==> src/rtl/eit_pkg.sv <==
//------------------------------------------------------------------------------
// eit_pkg
// types, constants and status codes shared by the event interest table
//------------------------------------------------------------------------------
`default_nettype none
package eit_pkg;
    localparam int INST_CNT = 16;
    localparam int SLOT_CNT = 64;
    localparam int INST_W = $clog2(INST_CNT);
    localparam int SLOT_W = $clog2(SLOT_CNT);
    localparam int ADDR_W = INST_W + SLOT_W;

    localparam logic [2:0] MODE_CREATE = 3'd0;
    localparam logic [2:0] MODE_ADD    = 3'd1;
    localparam logic [2:0] MODE_MOD    = 3'd2;
    localparam logic [2:0] MODE_DEL    = 3'd3;
    localparam logic [2:0] MODE_CLOSE  = 3'd4;
    localparam logic [2:0] MODE_REF    = 3'd5;

    localparam logic [2:0] ST_OK       = 3'd0;
    localparam logic [2:0] ST_INVALID  = 3'd1;
    localparam logic [2:0] ST_EXISTS   = 3'd2;
    localparam logic [2:0] ST_NOSLOT   = 3'd3;
    localparam logic [2:0] ST_NOTFOUND = 3'd4;
    localparam logic [2:0] ST_POOLFULL = 3'd5;

    typedef struct packed {
        logic [2:0]  mode;
        logic [3:0]  instance_req;
        logic [15:0] descriptor;
        logic [31:0] event_mask;
        logic [63:0] user_data;
    } req_t;

    typedef struct packed {
        logic [2:0] status;
        logic [3:0] new_instance;
    } rsp_t;

    // one slot entry as stored in the slot memory
    typedef struct packed {
        logic        valid;
        logic [15:0] descriptor;
        logic [31:0] events;
        logic [63:0] payload;
    } slot_t;

    // per-instance header entry
    typedef struct packed {
        logic        used;
        logic [15:0] refs;
        logic [6:0]  interests;
    } hdr_t;

    // slot memory port bundle
    typedef struct packed {
        logic              rd;
        logic              wr;
        logic [ADDR_W-1:0] addr;
        slot_t             wdata;
    } slot_cmd_t;

    // header memory port bundle
    typedef struct packed {
        logic              rd;
        logic              wr;
        logic [INST_W-1:0] addr;
        hdr_t              wdata;
    } hdr_cmd_t;
endpackage
`default_nettype wire

==> src/rtl/eit_hdr_mem.sv <==
//------------------------------------------------------------------------------
// eit_hdr_mem
// instance header storage, one port, registered read data
//------------------------------------------------------------------------------
`default_nettype none
module eit_hdr_mem
    import eit_pkg::*;
(
    input  wire logic     clk,
    input  wire hdr_cmd_t cmd,
    output hdr_t          rdata
);
    hdr_t mem [INST_CNT];

    always_ff @(posedge clk)
    begin
        if (cmd.wr)
        begin
            mem[cmd.addr] <= cmd.wdata;
        end
        if (cmd.rd)
        begin
            rdata <= mem[cmd.addr];
        end
    end
endmodule
`default_nettype wire

==> config.mk <==
export PLATFORM = sky130hd
export DESIGN_NAME = eit_hdr_mem
export DESIGN_NICKNAME = d
export VERILOG_FILES = /design/src/rtl/eit_pkg.sv /design/src/rtl/eit_hdr_mem.sv
export SDC_FILE = /design/constraint.sdc
export NUM_CORES = 1
export LEC_CHECK = 0
export BUFFER_PORTS_ARGS = -buffer_cell sky130_fd_sc_hd__buf_2
export CORE_MARGIN = 4
export CORE_UTILIZATION = 65
export DETAILED_ROUTE_END_ITERATION = 8
export MAX_ROUTING_LAYER = met4
export PLACE_DENSITY = 0.9
export SETUP_SLACK_MARGIN = 0.4
export SLEW_MARGIN = 10
export SYNTH_ARGS = -nofsm -noshare
export SYNTH_HDL_FRONTEND = slang
export SYNTH_SLANG_ARGS = --single-unit
==> constraint.sdc <==
create_clock -name clk -period 10.75 [get_ports clk]
set_clock_uncertainty 0.1 [all_clocks]
set_input_delay 2.15 -clock clk [delete_from_list [all_inputs] [get_ports clk]]
set_output_delay 2.15 -clock clk [all_outputs]
set_load 0.02 [all_outputs]
Yosys cells after proc, flatten, opt, wreduce, memory -nomap -nowiden. Memory sizes are Yosys's and may differ from the RTL's. A register that Yosys moved wholly into a read port is not among the register bits. Index checks and enable logic that the tools add are counted.

Flip-flop bits (word level): 0. Memory bits (writable): 384. Input bits: 31. Output and inout bits: 24. Logic and storage cells: 3. Memories kept: 1.

Muxes and demuxes: 2.

Memories: mem (words 16, bits a word 24, rd ports 1, clocked after Yosys merged registers in 1, wr ports 1, RTL line eit_hdr_mem.sv:13) `hdr_t mem [INST_CNT];`.

Operator list (count): 1-bit 2-to-1 mux (2).

Logic depth before layout (Yosys ltp).
Word-level depth: 2. Mapped depth: 6.

Worst setup path after synthesis. No wires, ideal clock.

Path kind: input to register. Start: input port cmd[26] (netlist name). End: memory mem[0][0] (netlist name) (enable). Arrival: 4.332 ns. Required time: 10.215 ns. Path slack: 5.883 ns. Stages on the path: 2. Buffers on the path: 0. Cells stage by stage: or3b_2 nor3_1.

RTL lines: start, declared (RTL line eit_hdr_mem.sv:10) `input wire hdr_cmd_t cmd,`; end, declared (RTL line eit_hdr_mem.sv:13).

No word-level cell before the write port.

==> results by group <==
Yosys
  – Yosys warning total: 0
  – Syn_area_per_cell: 23.9 sq um
  – Mapped Nets: about 670
  – Top FF cell, synth: edfxtp_1
  – Mapped Area: ~15000 sq um
  – Synth top area cells: edfxtp_1 81%, mux4_2 14%, a22oi_1 2.4%, nand2_1 0.62%, clkbuf_1 0.40%
  – Top-count cell post-synth: edfxtp_1
  – Yosys top cell by area: edfxtp_1
  – Yosys cell types: 18
  – Asr flop ratio synth: 0%
  – Cells after synthesis: around 640
  – Seq/Total Area, Yosys: 80.6%
  – EDFF count, synth: between 400 and 500
  – Commonest cells in the netlist: 408 x edfxtp_1, 96 x mux4_2, 48 x a22oi_1, 25 x nand2_1, 16 x clkbuf_1
  – Flop and latch count out of synthesis: 408
  – Area share of the largest cell type after synthesis: 80.6%

Routing
  – Routed WL: 35.0 mm
  – Antenna Nets Post-Route: 0
  – Routed wire per std cell: about 33 um
  – Drt pass-1 iters: 5
  – Vias per Instance: approximately 6.9
  – Number of remaining DRC errors: 0
  – Initial DRC count: 1088
  – Via count: about 7300

Clock network
  – Worst-path clk slew: around 0.060 ns
  – Clock Tree Buf Depth: 3
  – Clk root buf: clkbuf_16
  – Worst skew pair latency: 0.53 ns
  – CTS sink cnt: 408
  – Hold Buf Count CTS: 0
  – CTS H-tree depth: 2
  – TritonCTS clock tree: yes
  – # Post-CTS Setup Buffers: 0
  – CTS resizes: 0
  – Clock buffer count from CTS: 39

Finish
  – P&R area growth vs syn: 12.8%
  – Share of cells above drive strength 1: between 30% and 40%
  – Fin nets: 750
  – Fin cells: around 1100
  – Design area: ~17000 sq um

Placement
  – Post-DP HPWL: roughly 18 mm
  – Port bufs: 54
  – Placed instance area: between 15000 and 20000 sq um
  – DP Cell Count: just under 1000
  – RD Place Congestion: ~0.83

Setup path
  – Crit path buffers/inverters: 2
  – Critical path's slowest cell: buf_4
  – Crit path cell chain: buf_6 > buf_4 > mux4_2 > a22oi_1 > nand2_1
  – Critical Path AT: about 4.6 ns
  – CP top delay family: buffers and inverters
  – CP required: roughly 11 ns
  – Crit end category: flop
  – Critical path class: input port to flop
  – Critical path fanouts, max: 53
  – Worst path max stage delay: roughly 0.91 ns
  – Startpoint Class: input port

STA
  – Hold slack: ~0.67 ns
  – Final hold vios: 0
  – Worst Max-Slew Pin Slew: 1.03 ns
  – Final Cycle Share: between 40 and 50%
  – Final slew viol count: 0
  – Setup-failing EPs final: 0
  – RSZ-0062 raised after global routing: false
  – F_max: approximately 0.22 GHz
  – Slew margin rel.: about 31%
  – Minimum clock period: roughly 4.5 ns
  – Setup TNS: 0 ns

Worst hold path
  – HP Class: flop to flop

Global routing
  – Global-route wire length before repair: just over 50 mm
  – Number of global-route vias before repair: 7638
  – Global Route Usage Sum: ~28%
  – Initial antenna violation count: 1
  – Grt ovf: 0
  – Largest net degree at the start of global routing: 63

Status
  – Outcome: completed

Power and ir drop
  – Leakage: roughly 5.5 nW
  – Peak supply drop: around 0.15 mV
  – Pwr Total: 0.00332 W
  – Pwr/cell area: just under 200 nW/um^2

Die
  – Die Ht: about 160 um
  – I/O pin total: 55
  – Core area: between 20000 and 25000 sq um
  – Row Count: 55
  – DIE WIDTH: between 150 and 200 um
  – Die Area: 25900 sq um
  – Starting Density: between 60 and 70%

Job
  – Max-cap violations: 0
## where the power goes
group | leakage, nW | total, W | switching [W] | internal (W)
sequential | 3.71 | 0.00180 | 0.0000123 | 0.00179
clock | 0.614 | 0.00135 | 0.000561 | 0.000790
combinational | 1.19 | 0.000163 | 0.000102 | 0.0000608
## layout by cell type, fill, tap and decap left out, drive strengths merged
| cell type | Yosys | routed |
|---|---|---|
| clkinvlp | 0 | 1 |
| buf | 18 | 75 |
| nor3 | 4 | 4 |
| or3b | 1 | 1 |
| and2 | 1 | 1 |
| nand2b | 2 | 2 |
| clkbuf | 16 | 48 |
| nor2b | 2 | 2 |
| a22oi | 48 | 48 |
| nor2 | 13 | 13 |
| mux4 | 96 | 96 |
| nand3b | 2 | 2 |
| nand3 | 1 | 1 |
| edfxtp | 408 | 408 |
| clkinv | 0 | 16 |
| nand2 | 25 | 25 |
| diode | 0 | 1 |
| bufinv | 0 | 4 |
## worst min-delay path, delay by kind of cell, from the launching register on
| kind | cells | cell delay (ns) |
|---|---|---|
| AOI/OAI and AO/OA | 1 | 0.06 |
| and+or+nand+nor | 1 | 0.07 |
| DFF | 1 | 0.32 |
| muxes | 1 | 0.22 |
## path summary, 6_finish.rpt
path | slack [ns] | endpoint | cells past startpoint | from
hold reg to reg | 0.67 | rdata[15] | 3 | mem[7][15]
setup / recovery | 6.29 | rdata[4] | 5 | cmd[24]
hold / removal | 0.67 | rdata[15] | 3 | mem[7][15]
setup reg to reg | 9.08 | rdata[23] | 3 | mem[11][23]
## sequential cells by signal, indices dropped and copies added (netlist names)
| signal | flops |
|---|---|
| mem | 384 |
| rdata | 24 |
## stage by stage
stage,utilization [%],worst slack [ns]
2_1_floorplan,-,5.88
3_3_place_gp,69.6,5.80
3_5_place_dp,69.6,5.67
4_1_cts,75.0,6.21
5_1_grt,75.0,6.01
6_report,75.0,6.29
## per-layer routing
metal  wire, um  global-route usage (%)
met2      18400                    45.4
met5          0                       -
met1      11700                    36.6
met3       3820                    7.08
met4       1090                    9.69
## logic make-up (layout without fill, tap and decap cells)
logic type      after synthesis  count (layout)  share of synthesized area (%)
flops                       408             408                           80.6
mux                          96              96                           14.2
simple gates                 51              51                           1.47
compound gates               48              48                           2.37
buf+inv                      34             144                           1.31
other cells                   0               1                              0
## cell type report
cell class                      instances  area, sq um
Fill cell                            1180         5700
Antenna cell                            1         2.50
Clock inverter                         21          198
Sequential cell                       408        12300
Clock buffer                           48         1050
Multi-Input combinational cell        195         2810
Timing Repair Buffer                   75          437
Tap cell                              313          392
Power figures use the tool's default switching activity.
