[src/rtl/eit_pkg.sv]
//------------------------------------------------------------------------------
// eit_pkg
// types, constants and status codes shared by the event interest table
//------------------------------------------------------------------------------
`default_nettype none
package eit_pkg;
    localparam int INST_CNT = 16;
    localparam int SLOT_CNT = 64;
    localparam int INST_W = $clog2(INST_CNT);
    localparam int SLOT_W = $clog2(SLOT_CNT);
    localparam int ADDR_W = INST_W + SLOT_W;

    localparam logic [2:0] MODE_CREATE = 3'd0;
    localparam logic [2:0] MODE_ADD    = 3'd1;
    localparam logic [2:0] MODE_MOD    = 3'd2;
    localparam logic [2:0] MODE_DEL    = 3'd3;
    localparam logic [2:0] MODE_CLOSE  = 3'd4;
    localparam logic [2:0] MODE_REF    = 3'd5;

    localparam logic [2:0] ST_OK       = 3'd0;
    localparam logic [2:0] ST_INVALID  = 3'd1;
    localparam logic [2:0] ST_EXISTS   = 3'd2;
    localparam logic [2:0] ST_NOSLOT   = 3'd3;
    localparam logic [2:0] ST_NOTFOUND = 3'd4;
    localparam logic [2:0] ST_POOLFULL = 3'd5;

    typedef struct packed {
        logic [2:0]  mode;
        logic [3:0]  instance_req;
        logic [15:0] descriptor;
        logic [31:0] event_mask;
        logic [63:0] user_data;
    } req_t;

    typedef struct packed {
        logic [2:0] status;
        logic [3:0] new_instance;
    } rsp_t;

    // one slot entry as stored in the slot memory
    typedef struct packed {
        logic        valid;
        logic [15:0] descriptor;
        logic [31:0] events;
        logic [63:0] payload;
    } slot_t;

    // per-instance header entry
    typedef struct packed {
        logic        used;
        logic [15:0] refs;
        logic [6:0]  interests;
    } hdr_t;

    // slot memory port bundle
    typedef struct packed {
        logic              rd;
        logic              wr;
        logic [ADDR_W-1:0] addr;
        slot_t             wdata;
    } slot_cmd_t;

    // header memory port bundle
    typedef struct packed {
        logic              rd;
        logic              wr;
        logic [INST_W-1:0] addr;
        hdr_t              wdata;
    } hdr_cmd_t;
endpackage
`default_nettype wire

[src/rtl/eit_ctrl.sv]
//------------------------------------------------------------------------------
// eit_ctrl
// sequencer: scans headers and slots one entry a cycle, writes back
//------------------------------------------------------------------------------
`default_nettype none
module eit_ctrl
    import eit_pkg::*;
(
    input  wire logic  clk,
    input  wire logic  rst_n,
    input  wire logic  start,
    input  wire req_t  req,
    output logic       busy,
    output logic       done,
    output rsp_t       rsp,
    output slot_cmd_t  scmd,
    input  wire slot_t srd,
    output hdr_cmd_t   hcmd,
    input  wire hdr_t  hrd
);
    localparam logic [3:0] S_INIT  = 4'd0;  // clear header memory after reset
    localparam logic [3:0] S_IDLE  = 4'd1;
    localparam logic [3:0] S_HRD   = 4'd2;  // header read issued
    localparam logic [3:0] S_HCHK  = 4'd3;  // header data present
    localparam logic [3:0] S_CSCAN = 4'd4;  // create: header scan
    localparam logic [3:0] S_CLR   = 4'd5;  // create: slot clear sweep
    localparam logic [3:0] S_SSCAN = 4'd6;  // slot scan
    localparam logic [3:0] S_FIN   = 4'd7;
    localparam logic [3:0] S_RESP  = 4'd8;

    logic [3:0]        state_reg, state_next;
    req_t              req_reg;
    hdr_t              hdr_reg, hdr_next;
    logic [INST_W:0]   icnt_reg, icnt_next;
    logic [SLOT_W:0]   scnt_reg, scnt_next;   // slot read index
    logic              hit_reg, hit_next;
    logic [SLOT_W-1:0] hidx_reg, hidx_next;
    logic              free_reg, free_next;
    logic [SLOT_W-1:0] fidx_reg, fidx_next;
    logic [2:0]        status_reg, status_next;
    logic [INST_W-1:0] alloc_reg, alloc_next;
    logic              pend_reg, pend_next;   // slot or header read data valid
    logic [SLOT_W-1:0] pidx_reg, pidx_next;
    logic [INST_W-1:0] inst;

    assign inst = req_reg.instance_req[INST_W-1:0];
    assign busy = (state_reg != S_IDLE);
    assign done = (state_reg == S_RESP);
    assign rsp.status = status_reg;
    assign rsp.new_instance = 4'(alloc_reg);

    always_ff @(posedge clk or negedge rst_n)
    begin
        if (!rst_n)
        begin
            state_reg <= S_INIT;
            icnt_reg  <= '0;
            pend_reg  <= 1'b0;
        end
        else
        begin
            state_reg <= state_next;
            icnt_reg  <= icnt_next;
            pend_reg  <= pend_next;
        end
    end

    always_ff @(posedge clk)
    begin
        if (start && !busy)
        begin
            req_reg <= req;
        end
        hdr_reg    <= hdr_next;
        scnt_reg   <= scnt_next;
        hit_reg    <= hit_next;
        hidx_reg   <= hidx_next;
        free_reg   <= free_next;
        fidx_reg   <= fidx_next;
        status_reg <= status_next;
        alloc_reg  <= alloc_next;
        pidx_reg   <= pidx_next;
    end

    always_comb
    begin
        state_next  = state_reg;
        hdr_next    = hdr_reg;
        icnt_next   = icnt_reg;
        scnt_next   = scnt_reg;
        hit_next    = hit_reg;
        hidx_next   = hidx_reg;
        free_next   = free_reg;
        fidx_next   = fidx_reg;
        status_next = status_reg;
        alloc_next  = alloc_reg;
        pend_next   = 1'b0;
        pidx_next   = pidx_reg;
        scmd        = '0;
        hcmd        = '0;
        unique case (state_reg)
            S_INIT:
            begin
                hcmd.wr   = 1'b1;
                hcmd.addr = icnt_reg[INST_W-1:0];
                icnt_next = icnt_reg + 1'b1;
                if (icnt_reg == (INST_W+1)'(INST_CNT - 1))
                begin
                    state_next = S_IDLE;
                end
            end
            S_IDLE:
            begin
                if (start)
                begin
                    alloc_next = '0;
                    icnt_next  = '0;
                    scnt_next  = '0;
                    hit_next   = 1'b0;
                    free_next  = 1'b0;
                    hidx_next  = '0;
                    fidx_next  = '0;
                    if (req.mode == MODE_CREATE)
                    begin
                        state_next = S_CSCAN;
                    end
                    else if (req.mode > MODE_REF
                             || {1'b0, req.instance_req} >= 5'(INST_CNT))
                    begin
                        status_next = ST_INVALID;
                        state_next  = S_RESP;
                    end
                    else
                    begin
                        hcmd.rd    = 1'b1;
                        hcmd.addr  = req.instance_req[INST_W-1:0];
                        state_next = S_HRD;
                    end
                end
            end
            S_CSCAN:
            begin
                // read header i, then check it when data returns
                if (pend_reg)
                begin
                    if (!hrd.used)
                    begin
                        alloc_next = pidx_reg[INST_W-1:0];
                        state_next = S_CLR;
                        scnt_next  = '0;
                    end
                    else if (icnt_reg == (INST_W+1)'(INST_CNT))
                    begin
                        status_next = ST_POOLFULL;
                        state_next  = S_RESP;
                    end
                end
                if (state_next == S_CSCAN && icnt_reg != (INST_W+1)'(INST_CNT))
                begin
                    hcmd.rd   = 1'b1;
                    hcmd.addr = icnt_reg[INST_W-1:0];
                    pidx_next = SLOT_W'(icnt_reg[INST_W-1:0]);
                    pend_next = 1'b1;
                    icnt_next = icnt_reg + 1'b1;
                end
            end
            S_CLR:
            begin
                scmd.wr   = 1'b1;
                scmd.addr = {alloc_reg, scnt_reg[SLOT_W-1:0]};
                scnt_next = scnt_reg + 1'b1;
                if (scnt_reg == (SLOT_W+1)'(SLOT_CNT - 1))
                begin
                    hcmd.wr     = 1'b1;
                    hcmd.addr   = alloc_reg;
                    hcmd.wdata  = '{used: 1'b1, refs: 16'd1, interests: 7'd0};
                    status_next = ST_OK;
                    state_next  = S_RESP;
                end
            end
            S_HRD:
            begin
                state_next = S_HCHK;
            end
            S_HCHK:
            begin
                hdr_next = hrd;
                if (!hrd.used)
                begin
                    status_next = ST_INVALID;
                    state_next  = S_RESP;
                end
                else if (req_reg.mode == MODE_CLOSE)
                begin
                    hcmd.wr    = 1'b1;
                    hcmd.addr  = inst;
                    hcmd.wdata = hrd;
                    if (hrd.refs <= 16'd1)
                    begin
                        hcmd.wdata = '0;
                    end
                    else
                    begin
                        hcmd.wdata.refs = hrd.refs - 1'b1;
                    end
                    status_next = ST_OK;
                    state_next  = S_RESP;
                end
                else if (req_reg.mode == MODE_REF)
                begin
                    hcmd.wr    = 1'b1;
                    hcmd.addr  = inst;
                    hcmd.wdata = hrd;
                    if (hrd.refs != 16'hFFFF)
                    begin
                        hcmd.wdata.refs = hrd.refs + 1'b1;
                    end
                    status_next = ST_OK;
                    state_next  = S_RESP;
                end
                else
                begin
                    state_next = S_SSCAN;
                end
            end
            S_SSCAN:
            begin
                if (pend_reg)
                begin
                    if (srd.valid && srd.descriptor == req_reg.descriptor && !hit_next)
                    begin
                        hit_next  = 1'b1;
                        hidx_next = pidx_reg;
                    end
                    if (!srd.valid && !free_next)
                    begin
                        free_next = 1'b1;
                        fidx_next = pidx_reg;
                    end
                end
                if (scnt_reg != (SLOT_W+1)'(SLOT_CNT))
                begin
                    scmd.rd   = 1'b1;
                    scmd.addr = {inst, scnt_reg[SLOT_W-1:0]};
                    pidx_next = scnt_reg[SLOT_W-1:0];
                    pend_next = 1'b1;
                    scnt_next = scnt_reg + 1'b1;
                end
                else if (!pend_reg)
                begin
                    state_next = S_FIN;
                end
            end
            S_FIN:
            begin
                status_next = ST_OK;
                state_next  = S_RESP;
                hcmd.addr   = inst;
                hcmd.wdata  = hdr_reg;
                case (req_reg.mode)
                    MODE_ADD:
                    begin
                        if (hit_reg)
                        begin
                            status_next = ST_EXISTS;
                        end
                        else if (!free_reg)
                        begin
                            status_next = ST_NOSLOT;
                        end
                        else
                        begin
                            scmd.wr    = 1'b1;
                            scmd.addr  = {inst, fidx_reg};
                            scmd.wdata = '{valid: 1'b1, descriptor: req_reg.descriptor,
                                           events: req_reg.event_mask,
                                           payload: req_reg.user_data};
                            hcmd.wr    = 1'b1;
                            if (hdr_reg.interests != 7'd127)
                            begin
                                hcmd.wdata.interests = hdr_reg.interests + 1'b1;
                            end
                        end
                    end
                    MODE_MOD:
                    begin
                        if (!hit_reg)
                        begin
                            status_next = ST_NOTFOUND;
                        end
                        else
                        begin
                            scmd.wr    = 1'b1;
                            scmd.addr  = {inst, hidx_reg};
                            scmd.wdata = '{valid: 1'b1, descriptor: req_reg.descriptor,
                                           events: req_reg.event_mask,
                                           payload: req_reg.user_data};
                        end
                    end
                    default:
                    begin
                        if (!hit_reg)
                        begin
                            status_next = ST_NOTFOUND;
                        end
                        else
                        begin
                            scmd.wr    = 1'b1;
                            scmd.addr  = {inst, hidx_reg};
                            scmd.wdata = '0;
                            hcmd.wr    = 1'b1;
                            if (hdr_reg.interests != 7'd0)
                            begin
                                hcmd.wdata.interests = hdr_reg.interests - 1'b1;
                            end
                        end
                    end
                endcase
            end
            S_RESP:
            begin
                state_next = S_IDLE;
            end
            default:
            begin
                state_next = S_IDLE;
            end
        endcase
    end
endmodule
`default_nettype wire

[config.mk]
export PLATFORM = sky130hd
export DESIGN_NAME = eit_ctrl
export DESIGN_NICKNAME = d
export VERILOG_FILES = /design/src/rtl/eit_pkg.sv /design/src/rtl/eit_ctrl.sv
export SDC_FILE = /design/constraint.sdc
export NUM_CORES = 1
export LEC_CHECK = 0
export ABC_AREA = 1
export BUFFER_PORTS_ARGS = -buffer_cell sky130_fd_sc_hd__buf_2
export CAP_MARGIN = 10
export CORE_MARGIN = 10
export CORE_UTILIZATION = 40
export DETAILED_ROUTE_END_ITERATION = 7
export PLACE_DENSITY = 0.65
export SLEW_MARGIN = 15
export SYNTH_ARGS = -nofsm -noshare
export SYNTH_HDL_FRONTEND = slang
export SYNTH_SLANG_ARGS = --single-unit
[constraint.sdc]
create_clock -name clk -period 20.2 [get_ports clk]
set_input_delay 1.01 -clock clk [delete_from_list [all_inputs] [get_ports clk]]
set_output_delay 1.01 -clock clk [all_outputs]
set_load 0.02 [all_outputs]
## After elaboration in Yosys (flattened, before gate mapping)

Cells that the tools add are included.
Widths: inputs -> output; s select.

- Output and inout port bits: 164
- Register bits: 187
- Logic and storage cells: 193
- Bits of input ports: 259
- Memory bits (writable): 0
- Memories kept: 0
- Bits in read-only memories: 0
- Latch bits: 0

- Shifts and indexed selects: 0
- $mul: 0
- Add/sub/neg operators: 6
- Equal/unequal tests: 39
- Order comparisons: 2
- Mux-type cells: 101
- Divide/modulo/power cells: 0
- Reductions and logical operators: 26
- Bitwise logic cells: 0

Operators by type and width:

| cell | number |
|---|---|
| $mux 124 | 4 |
| $pmux 124 s2 | 1 |
| $mux 29 | 4 |
| $mux 113 | 1 |
| $mux 4 | 21 |
| $pmux 24 s3 | 1 |
| $mux 7 | 10 |
| $mux 6 | 7 |
| $mux 3 | 12 |
| $pmux 6 s2 | 3 |
| $mux 16 | 2 |
| $ne 2x2->1 const B | 16 |
| $pmux 4 s8 | 1 |
| $pmux 10 s3 | 1 |
| $pmux 7 s4 | 1 |
| $pmux 4 s6 | 1 |
| $eq 4x3->1 const B | 5 |
| $add 16x1->16 const B | 1 |
| $eq 16x16->1 | 1 |
| $le 16x1->1 const B | 1 |
| $ne 16x16->1 const B | 1 |
| $sub 16x1->16 const B | 1 |
| $mux 1 | 15 |
| $pmux 3 s5 | 1 |
| 38 further kinds | 62 |

## Logic depth before layout (Yosys ltp)

- Depth after elaboration: 9
- Mapped depth: 12
- Gate-level depth less buffers: 11

## Worst setup path after synthesis

No wires, ideal clock.

- Path kind: input-to-reg
- From: input start
- To: register req_reg (netlist bit inst[0]), enable pin
- Data required time: 19.601 ns
- Library setup time: 0.599 ns
- Slack: 13.607 ns
- Arrival time: 5.995 ns
- Buffers on the path: 0
- Cell stages on the path: 2
- Path through: inv_1 > nor2_1

- Word-level cells in the longest chain between the ends: 1

Ends and longest elaborated chain:

| item | RTL line | RTL |
|---|---|---|
| from (decl) | eit_ctrl.sv:11 | `input wire logic start,` |
| $logic_and 1x1->1 | eit_ctrl.sv:70 | `if (start && !busy)` |
| to (signal assigned) | eit_ctrl.sv:72 | `req_reg <= req;` |
| to (decl) | eit_ctrl.sv:32 | `req_t req_reg;` |

No other way between the ends.
A chain may end at the register's enable or synchronous reset.

==> reports/results.tsv <==
stage	metric	value	unit
logic_synthesis	syn_nets	1392	
logic_synthesis	yosys_warnings	0	
timing	grt_setup_unrepaired	no	
logic_synthesis	synth_enable_flop_cells	177	
critical_path	cp.required	19.19	ns
timing	fin_skew	0.0236	ns
timing	final_max_slew_viol_count	0	
critical_path	critPathLaunchType	register	
pwr	peakVddDrop	0.0601	mV
routing	wl_per_cell	17.8	um
logic_synthesis	synth_top_cell_area_share	0.521	
routing	drtAntennaViolNets	0	
global_routing	grt_pass1_wl	48.8	mm
critical_path	path_class	reg -> out	
logic_synthesis	postSynthCellCount	1123	
logic_synthesis	ys_top_cells_by_area	edfxtp_1 52%, nand2_1 9.2%, inv_1 7.0%	
cts	cts_max_path_buffers	2	
routing	drc	0	
logic_synthesis	ys_types	37	
logic_synthesis	async_reset_ff_frac	0.0535	
floorplan	initial_utilization	0.405	
critical_path	ff2ff_setup_slack	17.58	ns
timing	slew_headroom	0.294	
worst_hold_path	hp-class	in -> async	
placed_design	post-dp-hpwl	25.0	mm
cts	ctsHoldBuffers	0	
critical_path	crit_chain	inv_2 > nor2_2 > nand2_1 > inv_2 > nand2_8 > buf_4 > nor2_4 > buf_2	
global_routing	grt.overflow.total	0	
finish	regArea	5570	um2
finish	n_fill_cell	2453	
finish	finish.instance_area	12700	um2
cts	numCtsBuffers	17	
job	maxCapViolCount	0	
critical_path	cp_data_arrival_time	3.55	ns
critical_path	worst-path-max-fanout	96	
critical_path	crit_path_max_incr_delay	0.62	ns
logic_synthesis	yosys_most_used_dff	edfxtp_1	
critical_path	cp_slowest_cell	nand2_8	
routing	via_per_inst	4.80	
cts	insertion_delay	0.43	ns
logic_synthesis	avgSynthCellArea	9.09	um2
finish	drive_gt1_frac	0.307	
finish	multi_input_area	3710	um2
timing	min_period_over_period	0.226	
pwr	p_per_area	102	nW/um2
cts	cts_setup_buffers	0	
logic_synthesis	syn-cell-area	10200	um2
routing	routed_wl	31.9	mm
floorplan	die_w	180	um
routing	dr.pass1.iters	5	
floorplan	dieArea	32300	um2
finish	final_cells	1788	
cts	clk_pin_slew_worst_paths	0.08	ns
global_routing	grt_usage	0.190	
cts	root_buffer	clkbuf_16	
global_routing	grt_pass1_vias	8461	
routing	drt_first_iter_violations	578	
placed_design	place_area	12100	um2
outcome	status	complete, no violations	
cts	clock-sinks	187	
timing	fmax	0.219	GHz
logic_synthesis	ys_top_cells_by_count	250 x nand2_1, 191 x inv_1, 177 x edfxtp_1	
cts	cts_tree	done	
timing	report.final.setup_viol	0	
critical_path	path_common_cell	inv_2	
timing	tightest_slew	1.06	ns
cts	cts_max_level	4	
timing	finalCriticalPeriod	4.56	ns
placed_design	port_buffers	326	
placed_design	place_inst	1753	
finish	num-nets-final	1711	
cts	cts_resized	0	
logic_synthesis	yosys_register_bits	187	
critical_path	endpoint_kind	primary output	
finish	largest_reg_flops	115	
global_routing	grt_max_degree	97	
timing	hold_viol_final	0	
global_routing	antenna_found_initial	6	
floorplan	num_rows	58	
pwr	p_leak	6.15	nW
routing	vias	8585	
logic_synthesis	ys_seq_area_frac	0.545	
logic_synthesis	synth_area_leader_cell	edfxtp_1	
floorplan	fp.dieH	180	um
timing	setup_tns	0	ns
logic_synthesis	synth_most_common_cell	nand2_1	
floorplan	coreArea	25200	um2
finish	syn2layout_area_growth	24.7	%
floorplan	pin_count	423	
placed_design	place.gp.congestion	0.939	
where the power goes:
group / switching (mW) / internal, mW
combinational: 0.255 / 0.0907
sequential: 0.0476 / 0.551
clock: 0.171 / 0.180
total: 0.473 / 0.821
through the flow:
step	hold slack (ns)	power [mW]	utilization	setup WS, ns
floorplan	0.481	0.840	-	13.61
global placement	0.506	0.947	0.481	15.98
detailed placement	0.509	0.952	0.481	15.97
CTS	0.448	1.31	0.505	15.52
global route	0.450	1.37	0.505	15.37
finish	0.463	1.29	0.506	15.64
worst paths after layout:
path | from | endpoint | depth (start not counted)
worst min register to register | icnt_reg[4] | icnt_reg[4] | 2
worst min-delay path | rst_n | icnt_reg[2] | 1
worst max-delay path | state_reg[2] | scmd[69] | 8
min in group clk | icnt_reg[4] | icnt_reg[4] | 2
max in group asynchronous | rst_n | icnt_reg[4] | 1
worst max register to register | state_reg[2] | hit_reg | 8
routing by layer:
layer  track usage  vias to the layer above  share of wire
li1              -                     4240              -
met1         0.224                     3963           0.41
met2         0.320                      335           0.48
met3        0.0723                       39          0.089
met4        0.0509                        8          0.020
met5             0                        -         0.0016
layout make-up:
class	count	share of cell area
diodes	3	0.000590
clock buffers	17	0.0334
clock inverters	15	0.0152
inverters	199	0.0587
multi-input cells	706	0.291
flip-flops and latches	187	0.437
well taps	330	0.0324
repair buffers	331	0.131
worst max-delay path: cells and delay by family (launching register included):
kind	cells	cell delay, ns
and+or+nand+nor	4	1.23
buffers and inverters	4	1.41
DFF	1	0.46
placed cells by master, fill, tap and decap left out, types with 2 or more instances in the layout:
cell / instances
edfxtp_1: 177
xnor2_1: 10
o21ai_0: 44
inv_1: 191
o21ai_1: 6
diode_2: 3
nor2_4: 62
buf_4: 5
nand3b_1: 2
nor2_2: 3
nand2_1: 250
inv_6: 6
a21oi_1: 26
inv_8: 2
nor2_1: 153
dfrtp_1: 10
ha_1: 10
nand3_1: 66
or2_2: 4
clkbuf_16: 17
inv_2: 8
buf_2: 326
clkinv_8: 5
nand4_1: 18
a32oi_1: 6
o22ai_1: 6
nor3_1: 12
nand2_2: 2
xor2_1: 17
cells by family after synthesis:
logic type,after synthesis,synth area share
xor gates and xnor gates,27,0.0232
DFF,187,0.545
buffers and inverters,230,0.0930
adders and majority gates,10,0.0123
and+or+nand+nor,578,0.278
AOI/OAI and AO/OA,91,0.0484
(Power assumes the default switching activity.)
